$ cat src/snp_pkg.sv
`timescale 1ns / 1ps
package snp_pkg;

  localparam int SEQ_LENGTH   = 16;
  localparam int POS_W        = $clog2(SEQ_LENGTH);
  localparam int STEP_IDX_W   = 4;
  localparam int IDX_W        = (POS_W > STEP_IDX_W) ? POS_W : STEP_IDX_W;
  localparam int RND_STEPS    = (2 ** STEP_IDX_W) / SEQ_LENGTH;
  localparam logic [IDX_W:0]   SEQ_LEN_C = (IDX_W + 1)'(SEQ_LENGTH);
  localparam logic [POS_W-1:0] LAST_POS  = POS_W'(SEQ_LENGTH - 1);

  localparam int NOTE_W       = 7;
  localparam int CHAN_W       = 4;
  localparam int MAX_MSGS     = 3;
  localparam int MSG_IDX_W    = $clog2(MAX_MSGS);
  localparam int MSG_CNT_W    = $clog2(MAX_MSGS + 1);
  localparam int FIFO_DEPTH   = 2;
  localparam int FIFO_PTR_W   = $clog2(FIFO_DEPTH);
  localparam int FIFO_CNT_W   = $clog2(FIFO_DEPTH + 1);

  localparam logic [NOTE_W-1:0] NOTE_ON_VEL = NOTE_W'(127);

  localparam int  CFG_IDX_W        = 1;
  localparam int  CFG_DATA_W       = 4;
  localparam logic [CFG_IDX_W-1:0] CFG_PLAY_MODE    = 1'b0;
  localparam logic [CFG_IDX_W-1:0] CFG_MIDI_CHANNEL = 1'b1;

  typedef enum logic [2:0] {
    REQ_TICK      = 3'd0,
    REQ_START     = 3'd1,
    REQ_STOP      = 3'd2,
    REQ_WRITE     = 3'd3,
    REQ_NOTE_STOP = 3'd4
  } req_e;

  typedef enum logic [1:0] {
    MODE_FORWARD  = 2'd0,
    MODE_BACKWARD = 2'd1,
    MODE_RANDOM   = 2'd2
  } mode_e;

  typedef enum logic [1:0] {
    KIND_OFF     = 2'd0,
    KIND_ON      = 2'd1,
    KIND_IGNORED = 2'd2
  } msg_kind_e;

  typedef enum logic [1:0] {
    GRP_NONE,
    GRP_IGNORED,
    GRP_TICK,
    GRP_STOP
  } grp_op_e;

  typedef struct packed {
    logic              enabled;
    logic              legato;
    logic [NOTE_W-1:0] note;
  } step_t;

  typedef struct packed {
    msg_kind_e         kind;
    logic [NOTE_W-1:0] note;
  } msg_t;

  // one accepted item's worth of messages, oldest in slot 0
  typedef struct packed {
    logic [MSG_CNT_W-1:0]      cnt;
    msg_t [MAX_MSGS-1:0]       msg;
  } grp_t;

  // classified item waiting for its table read
  typedef struct packed {
    grp_op_e op;
    logic    pend;
    logic    play;
  } s1_t;

  function automatic logic [POS_W-1:0] rand_mod(logic [STEP_IDX_W-1:0] v);
    logic [IDX_W:0] r;
    r = (IDX_W + 1)'(v);
    for (int i = 0; i < RND_STEPS; i++) begin
      if (r >= SEQ_LEN_C) r = r - SEQ_LEN_C;
    end
    return r[POS_W-1:0];
  endfunction

  function automatic logic [POS_W-1:0] home_pos(logic [1:0] m, logic [POS_W-1:0] cur);
    logic [POS_W-1:0] p;
    p = cur;
    case (m)
      MODE_FORWARD, MODE_RANDOM: p = '0;
      MODE_BACKWARD:             p = LAST_POS;
      default:                   p = cur;
    endcase
    return p;
  endfunction

endpackage

$ cat src/snp_ram.sv
`timescale 1ns / 1ps
module snp_ram #(
  parameter int WIDTH = 8,
  parameter int DEPTH = 16
) (
  input  logic                     clk_i,
  input  logic                     we_i,
  input  logic [$clog2(DEPTH)-1:0] waddr_i,
  input  logic [WIDTH-1:0]         wdata_i,
  input  logic                     re_i,
  input  logic [$clog2(DEPTH)-1:0] raddr_a_i,
  input  logic [$clog2(DEPTH)-1:0] raddr_b_i,
  output logic [WIDTH-1:0]         rdata_a_o,
  output logic [WIDTH-1:0]         rdata_b_o
);

  logic [WIDTH-1:0] mem_q [DEPTH];

  always_ff @(posedge clk_i) begin
    if (we_i) begin
      mem_q[waddr_i] <= wdata_i;
    end
    if (re_i) begin
      rdata_a_o <= mem_q[raddr_a_i];
      rdata_b_o <= mem_q[raddr_b_i];
    end
  end

endmodule

$ cat src/snp_front.sv
`timescale 1ns / 1ps
module snp_front (
  input  logic                               clk_i,
  input  logic                               rst_ni,
  input  logic                               cfg_we_i,
  input  logic [snp_pkg::CFG_IDX_W-1:0]      cfg_idx_i,
  input  logic [snp_pkg::CFG_DATA_W-1:0]     cfg_wdata_i,
  input  logic                               push,
  output logic                               full,
  input  logic [2:0]                         req_type_i,
  input  logic [snp_pkg::STEP_IDX_W-1:0]     step_index_i,
  input  logic [snp_pkg::NOTE_W-1:0]         step_note_i,
  input  logic                               step_legato_i,
  input  logic                               step_enabled_i,
  input  logic [snp_pkg::STEP_IDX_W-1:0]     random_step_i,
  output logic [snp_pkg::CHAN_W-1:0]         midi_channel_o,
  output logic                               grp_push_o,
  output snp_pkg::grp_t                      grp_o,
  input  logic                               fifo_full_i
);
  import snp_pkg::*;

  logic [1:0]        play_mode_q;
  logic [CHAN_W-1:0] midi_channel_q;
  logic [POS_W-1:0]  pos_q, pos_d;
  logic              playing_q, playing_d;
  logic              stop_pend_q, stop_pend_d;
  logic [SEQ_LENGTH-1:0] valid_q;
  logic              s1_valid_q, s1_valid_d;
  s1_t               s1_q, s1_d;
  logic              vprev_q, vnext_q;
  logic [NOTE_W-1:0] cur_note_q, cur_note_d;

  logic              accept, s1_adv, wr_en;
  logic [POS_W-1:0]  prev_addr, next_addr, wr_addr;
  logic [IDX_W-1:0]  idx_ext;
  step_t             wr_step, rd_prev, rd_next, prev_s, next_s;
  grp_t              grp;
  logic [MSG_CNT_W-1:0] n;

  assign accept  = push & ~full;
  assign idx_ext = IDX_W'(step_index_i);
  assign wr_addr = idx_ext[POS_W-1:0];
  assign wr_en   = accept && (req_e'(req_type_i) == REQ_WRITE) && ({1'b0, idx_ext} < SEQ_LEN_C);
  assign wr_step = '{enabled: step_enabled_i, legato: step_legato_i, note: step_note_i};

  // stage 0: classify, advance position, issue table reads
  always_comb begin
    pos_d       = pos_q;
    playing_d   = playing_q;
    stop_pend_d = stop_pend_q;
    prev_addr   = pos_q;
    next_addr   = pos_q;
    s1_d        = '{op: GRP_NONE, pend: 1'b0, play: 1'b0};
    unique case (play_mode_q)
      MODE_FORWARD: begin
        prev_addr = (pos_q == '0) ? LAST_POS : pos_q - 1'b1;
        next_addr = pos_q;
      end
      MODE_BACKWARD: begin
        prev_addr = (pos_q == LAST_POS) ? '0 : pos_q + 1'b1;
        next_addr = pos_q;
      end
      MODE_RANDOM: begin
        prev_addr = pos_q;
        next_addr = rand_mod(random_step_i);
      end
      default: begin
        prev_addr = pos_q;
        next_addr = pos_q;
      end
    endcase
    if (accept) begin
      unique case (req_e'(req_type_i))
        REQ_TICK: begin
          if (!playing_q) begin
            s1_d.op = GRP_IGNORED;
          end else begin
            s1_d.op     = GRP_TICK;
            s1_d.pend   = stop_pend_q;
            s1_d.play   = (play_mode_q != 2'd3);
            stop_pend_d = 1'b0;
            if (play_mode_q != 2'd3) begin
              if (play_mode_q == MODE_FORWARD) begin
                pos_d = (pos_q == LAST_POS) ? '0 : pos_q + 1'b1;
              end else if (play_mode_q == MODE_BACKWARD) begin
                pos_d = (pos_q == '0) ? LAST_POS : pos_q - 1'b1;
              end else begin
                pos_d = next_addr;
              end
            end
          end
        end
        REQ_START: playing_d = 1'b1;
        REQ_STOP: begin
          s1_d.op     = GRP_STOP;
          stop_pend_d = 1'b0;
          playing_d   = 1'b0;
          pos_d       = home_pos(play_mode_q, pos_q);
        end
        REQ_WRITE: ;
        REQ_NOTE_STOP: stop_pend_d = 1'b1;
        default: ;
      endcase
    end else if (cfg_we_i && cfg_idx_i == CFG_PLAY_MODE && !playing_q) begin
      pos_d = home_pos(cfg_wdata_i[1:0], pos_q);
    end
  end

  snp_ram #(
    .WIDTH ($bits(step_t)),
    .DEPTH (SEQ_LENGTH)
  ) u_table (
    .clk_i     (clk_i),
    .we_i      (wr_en),
    .waddr_i   (wr_addr),
    .wdata_i   (wr_step),
    .re_i      (accept),
    .raddr_a_i (prev_addr),
    .raddr_b_i (next_addr),
    .rdata_a_o (rd_prev),
    .rdata_b_o (rd_next)
  );

  // stage 1: build the message group from the step data
  assign prev_s = vprev_q ? rd_prev : '0;
  assign next_s = vnext_q ? rd_next : '0;

  always_comb begin
    grp        = '0;
    n          = '0;
    cur_note_d = cur_note_q;
    case (s1_q.op)
      GRP_IGNORED: begin
        grp.msg[0] = '{kind: KIND_IGNORED, note: '0};
        n = MSG_CNT_W'(1);
      end
      GRP_STOP: begin
        grp.msg[0] = '{kind: KIND_OFF, note: cur_note_q};
        n = MSG_CNT_W'(1);
      end
      GRP_TICK: begin
        if (s1_q.pend) begin
          grp.msg[n[MSG_IDX_W-1:0]] = '{kind: KIND_OFF, note: cur_note_q};
          n = n + 1'b1;
        end
        if (s1_q.play) begin
          if (!prev_s.legato) begin
            grp.msg[n[MSG_IDX_W-1:0]] = '{kind: KIND_OFF, note: prev_s.note};
            n = n + 1'b1;
          end
          if (next_s.enabled) begin
            grp.msg[n[MSG_IDX_W-1:0]] = '{kind: KIND_ON, note: next_s.note};
            n = n + 1'b1;
            cur_note_d = next_s.note;
          end
          if (prev_s.legato) begin
            grp.msg[n[MSG_IDX_W-1:0]] = '{kind: KIND_OFF, note: prev_s.note};
            n = n + 1'b1;
          end
        end
      end
      default: ;
    endcase
    grp.cnt = n;
  end

  assign s1_adv     = !s1_valid_q || (grp.cnt == '0) || !fifo_full_i;
  assign full       = !s1_adv;
  assign grp_push_o = s1_valid_q && (grp.cnt != '0) && !fifo_full_i;
  assign grp_o      = grp;
  assign s1_valid_d = accept ? 1'b1 : (s1_adv ? 1'b0 : s1_valid_q);
  assign midi_channel_o = midi_channel_q;

  always_ff @(posedge clk_i or negedge rst_ni) begin
    if (!rst_ni) begin
      play_mode_q    <= MODE_FORWARD;
      midi_channel_q <= '0;
      pos_q          <= '0;
      playing_q      <= 1'b0;
      stop_pend_q    <= 1'b0;
      valid_q        <= '0;
      s1_valid_q     <= 1'b0;
      cur_note_q     <= '0;
    end else begin
      pos_q       <= pos_d;
      playing_q   <= playing_d;
      stop_pend_q <= stop_pend_d;
      s1_valid_q  <= s1_valid_d;
      if (cfg_we_i && cfg_idx_i == CFG_PLAY_MODE) begin
        play_mode_q <= cfg_wdata_i[1:0];
      end
      if (cfg_we_i && cfg_idx_i == CFG_MIDI_CHANNEL) begin
        midi_channel_q <= cfg_wdata_i[CHAN_W-1:0];
      end
      if (wr_en) begin
        valid_q[wr_addr] <= 1'b1;
      end
      if (s1_valid_q && s1_adv) begin
        cur_note_q <= cur_note_d;
      end
    end
  end

  always_ff @(posedge clk_i) begin
    if (accept) begin
      s1_q    <= s1_d;
      vprev_q <= valid_q[prev_addr];
      vnext_q <= valid_q[next_addr];
    end
  end

  a_stall_holds: assert property (@(posedge clk_i) disable iff (!rst_ni)
    (s1_valid_q && !s1_adv) |=> (s1_valid_q && $stable(s1_q) && $stable(cur_note_q)))
    else $error("stalled stage 1 item changed");

  a_no_overflow: assert property (@(posedge clk_i) disable iff (!rst_ni)
    !(grp_push_o && fifo_full_i))
    else $error("group pushed into full queue");

  a_pos_range: assert property (@(posedge clk_i) disable iff (!rst_ni)
    pos_q <= LAST_POS)
    else $error("position beyond sequence length");

endmodule

$ cat src/snp_fifo.sv
`timescale 1ns / 1ps
module snp_fifo (
  input  logic           clk_i,
  input  logic           rst_ni,
  input  logic           push_i,
  input  snp_pkg::grp_t  data_i,
  output logic           full_o,
  input  logic           pop_i,
  output snp_pkg::grp_t  data_o,
  output logic           empty_o
);
  import snp_pkg::*;

  grp_t                  mem_q [FIFO_DEPTH];
  logic [FIFO_PTR_W-1:0] wr_ptr_q, rd_ptr_q;
  logic [FIFO_CNT_W-1:0] cnt_q;
  logic                  do_push, do_pop;

  assign full_o  = (cnt_q == FIFO_CNT_W'(FIFO_DEPTH));
  assign empty_o = (cnt_q == '0);
  assign do_push = push_i && !full_o;
  assign do_pop  = pop_i && !empty_o;
  assign data_o  = mem_q[rd_ptr_q];

  function automatic logic [FIFO_PTR_W-1:0] bump(logic [FIFO_PTR_W-1:0] p);
    return (p == FIFO_PTR_W'(FIFO_DEPTH - 1)) ? '0 : p + 1'b1;
  endfunction

  always_ff @(posedge clk_i or negedge rst_ni) begin
    if (!rst_ni) begin
      wr_ptr_q <= '0;
      rd_ptr_q <= '0;
      cnt_q    <= '0;
    end else begin
      if (do_push) wr_ptr_q <= bump(wr_ptr_q);
      if (do_pop)  rd_ptr_q <= bump(rd_ptr_q);
      if (do_push && !do_pop) begin
        cnt_q <= cnt_q + 1'b1;
      end else if (do_pop && !do_push) begin
        cnt_q <= cnt_q - 1'b1;
      end
    end
  end

  always_ff @(posedge clk_i) begin
    if (do_push) begin
      mem_q[wr_ptr_q] <= data_i;
    end
  end

endmodule

$ cat src/snp_back.sv
`timescale 1ns / 1ps
module snp_back (
  input  logic                        clk_i,
  input  logic                        rst_ni,
  input  snp_pkg::grp_t               head_i,
  input  logic                        head_empty_i,
  output logic                        head_pop_o,
  input  logic [snp_pkg::CHAN_W-1:0]  midi_channel_i,
  output logic                        empty,
  input  logic                        pop,
  output logic [1:0]                  msg_kind_o,
  output logic [snp_pkg::NOTE_W-1:0]  note_number_o,
  output logic [snp_pkg::NOTE_W-1:0]  velocity_o,
  output logic [snp_pkg::CHAN_W-1:0]  channel_o,
  output logic                        last_o
);
  import snp_pkg::*;

  logic [MSG_IDX_W-1:0] idx_q;
  msg_t                 msg;
  logic                 beat, is_last;

  assign msg     = head_i.msg[idx_q];
  assign is_last = (MSG_CNT_W'(idx_q) == head_i.cnt - 1'b1);
  assign beat    = pop && !head_empty_i;

  assign empty         = head_empty_i;
  assign head_pop_o    = beat && is_last;
  assign msg_kind_o    = msg.kind;
  assign note_number_o = msg.note;
  assign velocity_o    = (msg.kind == KIND_ON) ? NOTE_ON_VEL : '0;
  assign channel_o     = midi_channel_i;
  assign last_o        = is_last;

  always_ff @(posedge clk_i or negedge rst_ni) begin
    if (!rst_ni) begin
      idx_q <= '0;
    end else if (beat) begin
      idx_q <= is_last ? '0 : idx_q + 1'b1;
    end
  end

  a_idx_in_group: assert property (@(posedge clk_i) disable iff (!rst_ni)
    !head_empty_i |-> (MSG_CNT_W'(idx_q) < head_i.cnt))
    else $error("message index past end of group");

  a_idle_idx: assert property (@(posedge clk_i) disable iff (!rst_ni)
    head_empty_i |-> (idx_q == '0))
    else $error("serialiser left mid-group with queue empty");

endmodule

$ cat src/step_sequencer_note_player_core.sv
`timescale 1ns / 1ps
// Step sequencer note player. Requests (tick, start, stop, step write, note
// stop) are taken one per cycle while full is low. A tick leaves its MIDI
// messages, none to three, as one group in a two-deep group queue, and they
// come out one beat per cycle while pop is high on the result side. The
// step table is read into a register as a request is accepted; the group
// is built from that read and, if it holds any message, enters the group
// queue once it has room, which clears empty. The sustained tick rate is
// set by the result side: each message of a group needs its own pop. Input
// stalls while the build stage holds a group and the group queue is full.
// Configuration writes take effect at once and must be made while idle.
module step_sequencer_note_player_core (
  input  logic                               clk_i,
  input  logic                               rst_ni,
  input  logic                               cfg_we_i,
  input  logic [snp_pkg::CFG_IDX_W-1:0]      cfg_idx_i,
  input  logic [snp_pkg::CFG_DATA_W-1:0]     cfg_wdata_i,
  input  logic                               push,
  output logic                               full,
  input  logic [2:0]                         req_type_i,
  input  logic [snp_pkg::STEP_IDX_W-1:0]     step_index_i,
  input  logic [snp_pkg::NOTE_W-1:0]         step_note_i,
  input  logic                               step_legato_i,
  input  logic                               step_enabled_i,
  input  logic [snp_pkg::STEP_IDX_W-1:0]     random_step_i,
  output logic                               empty,
  input  logic                               pop,
  output logic [1:0]                         msg_kind_o,
  output logic [snp_pkg::NOTE_W-1:0]         note_number_o,
  output logic [snp_pkg::NOTE_W-1:0]         velocity_o,
  output logic [snp_pkg::CHAN_W-1:0]         channel_o,
  output logic                               last_o
);
  import snp_pkg::*;

  grp_t              grp_in, grp_head;
  logic              grp_push, fifo_full, fifo_empty, fifo_pop;
  logic [CHAN_W-1:0] midi_channel;

  snp_front u_front (
    .clk_i          (clk_i),
    .rst_ni         (rst_ni),
    .cfg_we_i       (cfg_we_i),
    .cfg_idx_i      (cfg_idx_i),
    .cfg_wdata_i    (cfg_wdata_i),
    .push           (push),
    .full           (full),
    .req_type_i     (req_type_i),
    .step_index_i   (step_index_i),
    .step_note_i    (step_note_i),
    .step_legato_i  (step_legato_i),
    .step_enabled_i (step_enabled_i),
    .random_step_i  (random_step_i),
    .midi_channel_o (midi_channel),
    .grp_push_o     (grp_push),
    .grp_o          (grp_in),
    .fifo_full_i    (fifo_full)
  );

  snp_fifo u_fifo (
    .clk_i   (clk_i),
    .rst_ni  (rst_ni),
    .push_i  (grp_push),
    .data_i  (grp_in),
    .full_o  (fifo_full),
    .pop_i   (fifo_pop),
    .data_o  (grp_head),
    .empty_o (fifo_empty)
  );

  snp_back u_back (
    .clk_i          (clk_i),
    .rst_ni         (rst_ni),
    .head_i         (grp_head),
    .head_empty_i   (fifo_empty),
    .head_pop_o     (fifo_pop),
    .midi_channel_i (midi_channel),
    .empty          (empty),
    .pop            (pop),
    .msg_kind_o     (msg_kind_o),
    .note_number_o  (note_number_o),
    .velocity_o     (velocity_o),
    .channel_o      (channel_o),
    .last_o         (last_o)
  );

endmodule
$ cat config.mk
export PLATFORM = sky130hd
export DESIGN_NAME = step_sequencer_note_player_core
export DESIGN_NICKNAME = d
export VERILOG_FILES = /design/src/snp_pkg.sv /design/src/snp_ram.sv /design/src/snp_front.sv /design/src/snp_fifo.sv /design/src/snp_back.sv /design/src/step_sequencer_note_player_core.sv
export SDC_FILE = /design/constraint.sdc
export NUM_CORES = 1
export LEC_CHECK = 0
export BUFFER_PORTS_ARGS = -buffer_cell sky130_fd_sc_hd__buf_2
export CORE_ASPECT_RATIO = 0.5
export CORE_MARGIN = 2
export CORE_UTILIZATION = 60
export DETAILED_ROUTE_END_ITERATION = 7
export HOLD_SLACK_MARGIN = 0.12
export PLACE_DENSITY_LB_ADDON = 0.3
export SYNTH_ARGS = -nofsm -noshare
export SYNTH_HDL_FRONTEND = slang
export SYNTH_SLANG_ARGS = --single-unit
$ cat constraint.sdc
create_clock -name clk_i -period 6.35 [get_ports clk_i]
set_input_delay 0.3175 -clock clk_i [delete_from_list [all_inputs] [get_ports clk_i]]
set_output_delay 0.3175 -clock clk_i [all_outputs]
set_load 0.02 [all_outputs]
==> metrics.csv <==
stage,metric,value,unit
status,run_status,"complete, no violations",
global_route,grt_usage,26.9,%
clock_network,htree_levels,1,
global_route,grt_pass1_vias,7648,
floorplanning,std_cell_rows,36,
sta,post-route-min-period,4640,ps
sta,timing.final.max_slew_violations,0,
setup_path,cp_slowest_stage_delay,810,ps
setup_path,worstRegToRegCells,13,
clock_network,cts_inserted_buffers,23,
power_and_ir_drop,report.power.total,0.00573,W
layout,diodes,0,
routing,drt_first_pass_iters,6,
sta,finClkSkew,19.0,ps
synth,post-synth-top-area-fraction,53.6,%
layout,nets,917,
floorplanning,floorplan_die_area,21800,um2
floorplanning,initial_core_util,62.2,%
synth,synthDominantAreaCellType,sky130_fd_sc_hd__edfxtp_1,
synth,yosys_warnings,0,
routing,vias_per_cell,6.64,
setup_path,critPathLaunchType,register,
clock_network,cts_resized,0,
setup_path,kind_of_end_point_of_the_critical_path,register,
power_and_ir_drop,cellPowerDensity,421,nW/um2
power_and_ir_drop,power_switching_share,35.0,%
floorplanning,floorplan.die.height,105,um
layout,layout_commonest_cell,sky130_fd_sc_hd__edfxtp_1,
setup_path,critical_path_arrival,4790,ps
place,io_buffer_count,52,
global_route,first_pass_grt_wire_length,43700,um
routing,drt_iter0_drc,1173,
sta,report.final.hold_viol_count,0,
global_route,met2_grt_util,42.5,%
floorplanning,design.core.area,19800,um2
clock_network,post_cts_buffers,0,
synth,syn_avg_cell_area,14.9,um2
synth,netlist-cell-type-count,60,
clock_network,clkSlewWorstSetupHoldPaths,70,ps
sta,timing.setup.tns,0,ps
routing,detail_route.wirelength,28000,um
routing,route.antenna.remaining_nets,0,
routing,route.detailed.drc,0,
hold_path,hold_path_class,input pin to register,
hold_path,hold_start,req_type_i[0],
synth,synth_fa_ha_area_share,0.812,%
layout,final_cell_count_no_fill,1161,
clock_network,cts_root_buf,sky130_fd_sc_hd__clkbuf_16,
flow_run,max-cap-violations,0,
power_and_ir_drop,p_sw,0.00200,W
layout,area_overhead_of_the_layout_relative_to_synthesis,10.4,%
synth,synth.area.mux_share,17.3,%
global_route,grt-ovfl-total,0,
setup_path,r2r-start,u_front.u_table.rdata_a_o[7]$_DFFE_PP_,
synth,synth.yosys.seq_area_share,62.1,%
power_and_ir_drop,power_frac_comb,36.4,%
setup_path,worstPathMaxFanout,31,
synth,synth_top_family_by_area,multiplexers,
synth,syn_nets,866,
setup_path,setup.reg_to_reg.worst_slack,1710,ps
global_route,grt.busiest_layer,met2,
hold_path,worst_hold_path.num_cells,3,
sta,rsz_0062_raised_after_global_routing,false,
synth,synth_enable_flop_cells,220,
global_route,grt.met3_usage,5.26,%
synth,yosys_register_bits,262,
layout,layout_common_cells,"sky130_fd_sc_hd__edfxtp_1 (220), sky130_fd_sc_hd__mux4_2 (80), sky130_fd_sc_hd__nand2_1 (77)",
place,detailedPlacementHpwl,18200,um
place,placed_cells_incl_taps,1114,
global_route,use_met1,38.5,%
layout,post_route_cells_drive_above_1_share,23.9,%
clock_network,worst_skew_pair_later_pin_latency,530,ps
sta,hold_ws,135,ps
synth,netlist_area_before_placement,12300,um2
global_route,antenna_found_initial,0,
layout,filler_cell_count,1324,
power_and_ir_drop,seqPwrFrac,40.7,%
sta,worstMarginPinSlew,1210,ps
synth,synth_compound_area_share,8.00,%
power_and_ir_drop,ir_worst_vdd,0.216,mV
floorplanning,chipWidth,207,um
routing,routed-via-count,7704,
clock_network,tritoncts_num_sinks,262,
sta,max_frequency,215,MHz
clock_network,cts_max_path_buffers,3,
synth,synth_xor_area_share,0.711,%
floorplanning,top_level_ports,53,
synth,synth_cells,828,
routing,route.detailed.wl_per_inst,24.1,um
setup_path,worst-setup-path-type,register to register,
setup_path,worst-endpoint-required,6500,ps
clock_network,hold_buf_cts,6,
synth,async_flop_share,16.0,%
sta,final_min_period_over_clock_period,73.1,%
power_and_ir_drop,p_clk_share,23.0,%
power_and_ir_drop,total_leakage_power,4.76,nW
synth,synth_ff_type,sky130_fd_sc_hd__edfxtp_1,
setup_path,worstPathCellList,"and2_1, inv_1, ha_1, a21boi_1, nor2_1, inv_1, ha_1, o211a_1, o21a_1, o21ai_4, inv_2, nand4_1, nor2_1",
sta,relative_max_transition_margin,19.3,%
setup_path,timing.rr.end,u_front.u_table.mem_q[7][4]$_DFFE_PP_,
hold_path,worstHoldEndpoint,u_front.stop_pend_q$_DFFE_PN0P_,
sta,setup_viol_count_final,0,
place,finalWeightedCongestion,0.849,
synth,synth_simple_gate_area_share,8.70,%
power_and_ir_drop,p_int,0.00373,W
clock_network,cts_tree,built,
global_route,pin_count_of_the_biggest_net_entering_global_routing,43,
setup_path,slowest_stage,sky130_fd_sc_hd__nor2_1,
synth,ys_top_cells_by_area,"sky130_fd_sc_hd__edfxtp_1 (54%), sky130_fd_sc_hd__mux4_2 (15%), sky130_fd_sc_hd__dfrtp_1 (8.5%), sky130_fd_sc_hd__nand2_1 (2.3%), sky130_fd_sc_hd__a22oi_1 (1.9%)",
logic make-up (layout without fill, tap and decap cells):
group,count (synthesis),after routing
multiplexers,111,111
flip-flops,262,262
XOR/XNOR,10,10
AND/OR/NAND/NOR,223,223
AO/OA/AOI/OAI,154,154
adder cells (fa/ha/maj),8,8
buffers and inverters,60,127
Yosys cell counts (3+ instances only):
cell type	n
sky130_fd_sc_hd__a211o_1	3
sky130_fd_sc_hd__a211oi_1	9
sky130_fd_sc_hd__a21oi_1	37
sky130_fd_sc_hd__a22oi_1	32
sky130_fd_sc_hd__a2bb2oi_1	3
sky130_fd_sc_hd__a31oi_1	3
sky130_fd_sc_hd__and2_1	8
sky130_fd_sc_hd__and3_1	6
sky130_fd_sc_hd__and3b_1	3
sky130_fd_sc_hd__buf_2	9
sky130_fd_sc_hd__buf_4	11
sky130_fd_sc_hd__clkbuf_1	23
sky130_fd_sc_hd__dfrtp_1	42
sky130_fd_sc_hd__edfxtp_1	220
sky130_fd_sc_hd__ha_1	8
sky130_fd_sc_hd__inv_1	10
sky130_fd_sc_hd__mux2_2	7
sky130_fd_sc_hd__mux2i_1	22
sky130_fd_sc_hd__mux4_2	80
sky130_fd_sc_hd__nand2_1	77
sky130_fd_sc_hd__nand2b_1	8
sky130_fd_sc_hd__nand3_1	4
sky130_fd_sc_hd__nand3b_1	3
sky130_fd_sc_hd__nand4_1	4
sky130_fd_sc_hd__nor2_1	52
sky130_fd_sc_hd__nor2b_1	19
sky130_fd_sc_hd__nor3_1	13
sky130_fd_sc_hd__o21a_1	4
sky130_fd_sc_hd__o21ai_0	42
sky130_fd_sc_hd__o22ai_1	3
sky130_fd_sc_hd__or2_2	19
sky130_fd_sc_hd__xnor2_1	5
sky130_fd_sc_hd__xor2_1	5
flip-flops by register name, summed over array words and instances (netlist names), 2 cells and up:
register / cells
u_fifo.mem_q: 54
u_front.u_table.rdata_a_o: 8
u_front.midi_channel_o: 4
u_front.pos_q: 4
u_front.u_table.rdata_b_o: 8
u_back.idx_q: 2
u_front.play_mode_q: 2
u_front.valid_q: 16
u_fifo.cnt_q: 2
u_front.u_table.mem_q: 144
u_front.s1_q: 4
u_front.cur_note_q: 7
power by group through the flow:
| stage | logic (W) | registers [W] | clock network, W |
|---|---|---|---|
| after global routing | 0.00227 | 0.00236 | 0.00140 |
| final | 0.00208 | 0.00233 | 0.00132 |
| after floorplan | 0.00162 | 0.00225 | 0 |
| after CTS | 0.00208 | 0.00232 | 0.00133 |
| after detailed placement | 0.00206 | 0.00236 | 0 |
| after global placement | 0.00202 | 0.00234 | 0 |
worst max-delay path, delay by kind of cell, from the launching register on:
| family | cells | cell delay [ps] |
|---|---|---|
| compound gates | 4 | 650 |
| fa+ha+maj | 2 | 650 |
| flops | 1 | 450 |
| simple gates | 4 | 1840 |
| buf+inv | 3 | 680 |
worst max path at each step:
stage,endpoint,slack (ps),start,cells past startpoint
6_report,u_front.u_table.mem_q[7][4]$_DFFE_PP_,1710,u_front.u_table.rdata_a_o[7]$_DFFE_PP_,13
5_1_grt,u_front.u_table.mem_q[14][0]$_DFFE_PP_,1360,u_front.u_table.rdata_a_o[7]$_DFFE_PP_,13
4_1_cts,u_front.u_table.mem_q[14][8]$_DFFE_PP_,1740,u_front.u_table.rdata_a_o[7]$_DFFE_PP_,13
3_5_place_dp,u_front.u_table.mem_q[14][0]$_DFFE_PP_,1740,u_front.u_table.rdata_a_o[7]$_DFFE_PP_,13
3_3_place_gp,u_front.u_table.mem_q[12][0]$_DFFE_PP_,1960,u_front.u_table.rdata_a_o[7]$_DFFE_PP_,13
2_1_floorplan,u_fifo.mem_q[0][0]$_DFFE_PP_,1520,u_front.u_table.rdata_a_o[7]$_DFFE_PP_,12
final cells by class:
cell class	instances	area, um2	area share [%]
clock buffer	27	591	4.34
clock inverter	14	108	0.791
multi-input combinational	506	4440	32.6
sequential	262	7660	56.3
tap	266	333	2.45
timing repair buffer	73	433	3.18
inverter	13	48.8	0.359
layer usage:
metal,up-vias,wire length [um]
met5,-,0
met4,0,805
met3,81,2350
met2,423,13200
met1,3858,11600
li1,3342,-
stage by stage:
| stage | util [%] | instance area, um2 | setup WS, ps |
|---|---|---|---|
| floorplan | - | 12300 | 1520 |
| CTS | 68.6 | 13600 | 1740 |
| global placement | 64.8 | 12800 | 1960 |
| finish | 68.6 | 13600 | 1710 |
| global route | 68.6 | 13600 | 1360 |
| detailed placement | 64.8 | 12800 | 1740 |
Note: power is estimated with default switching activity, not from simulation.
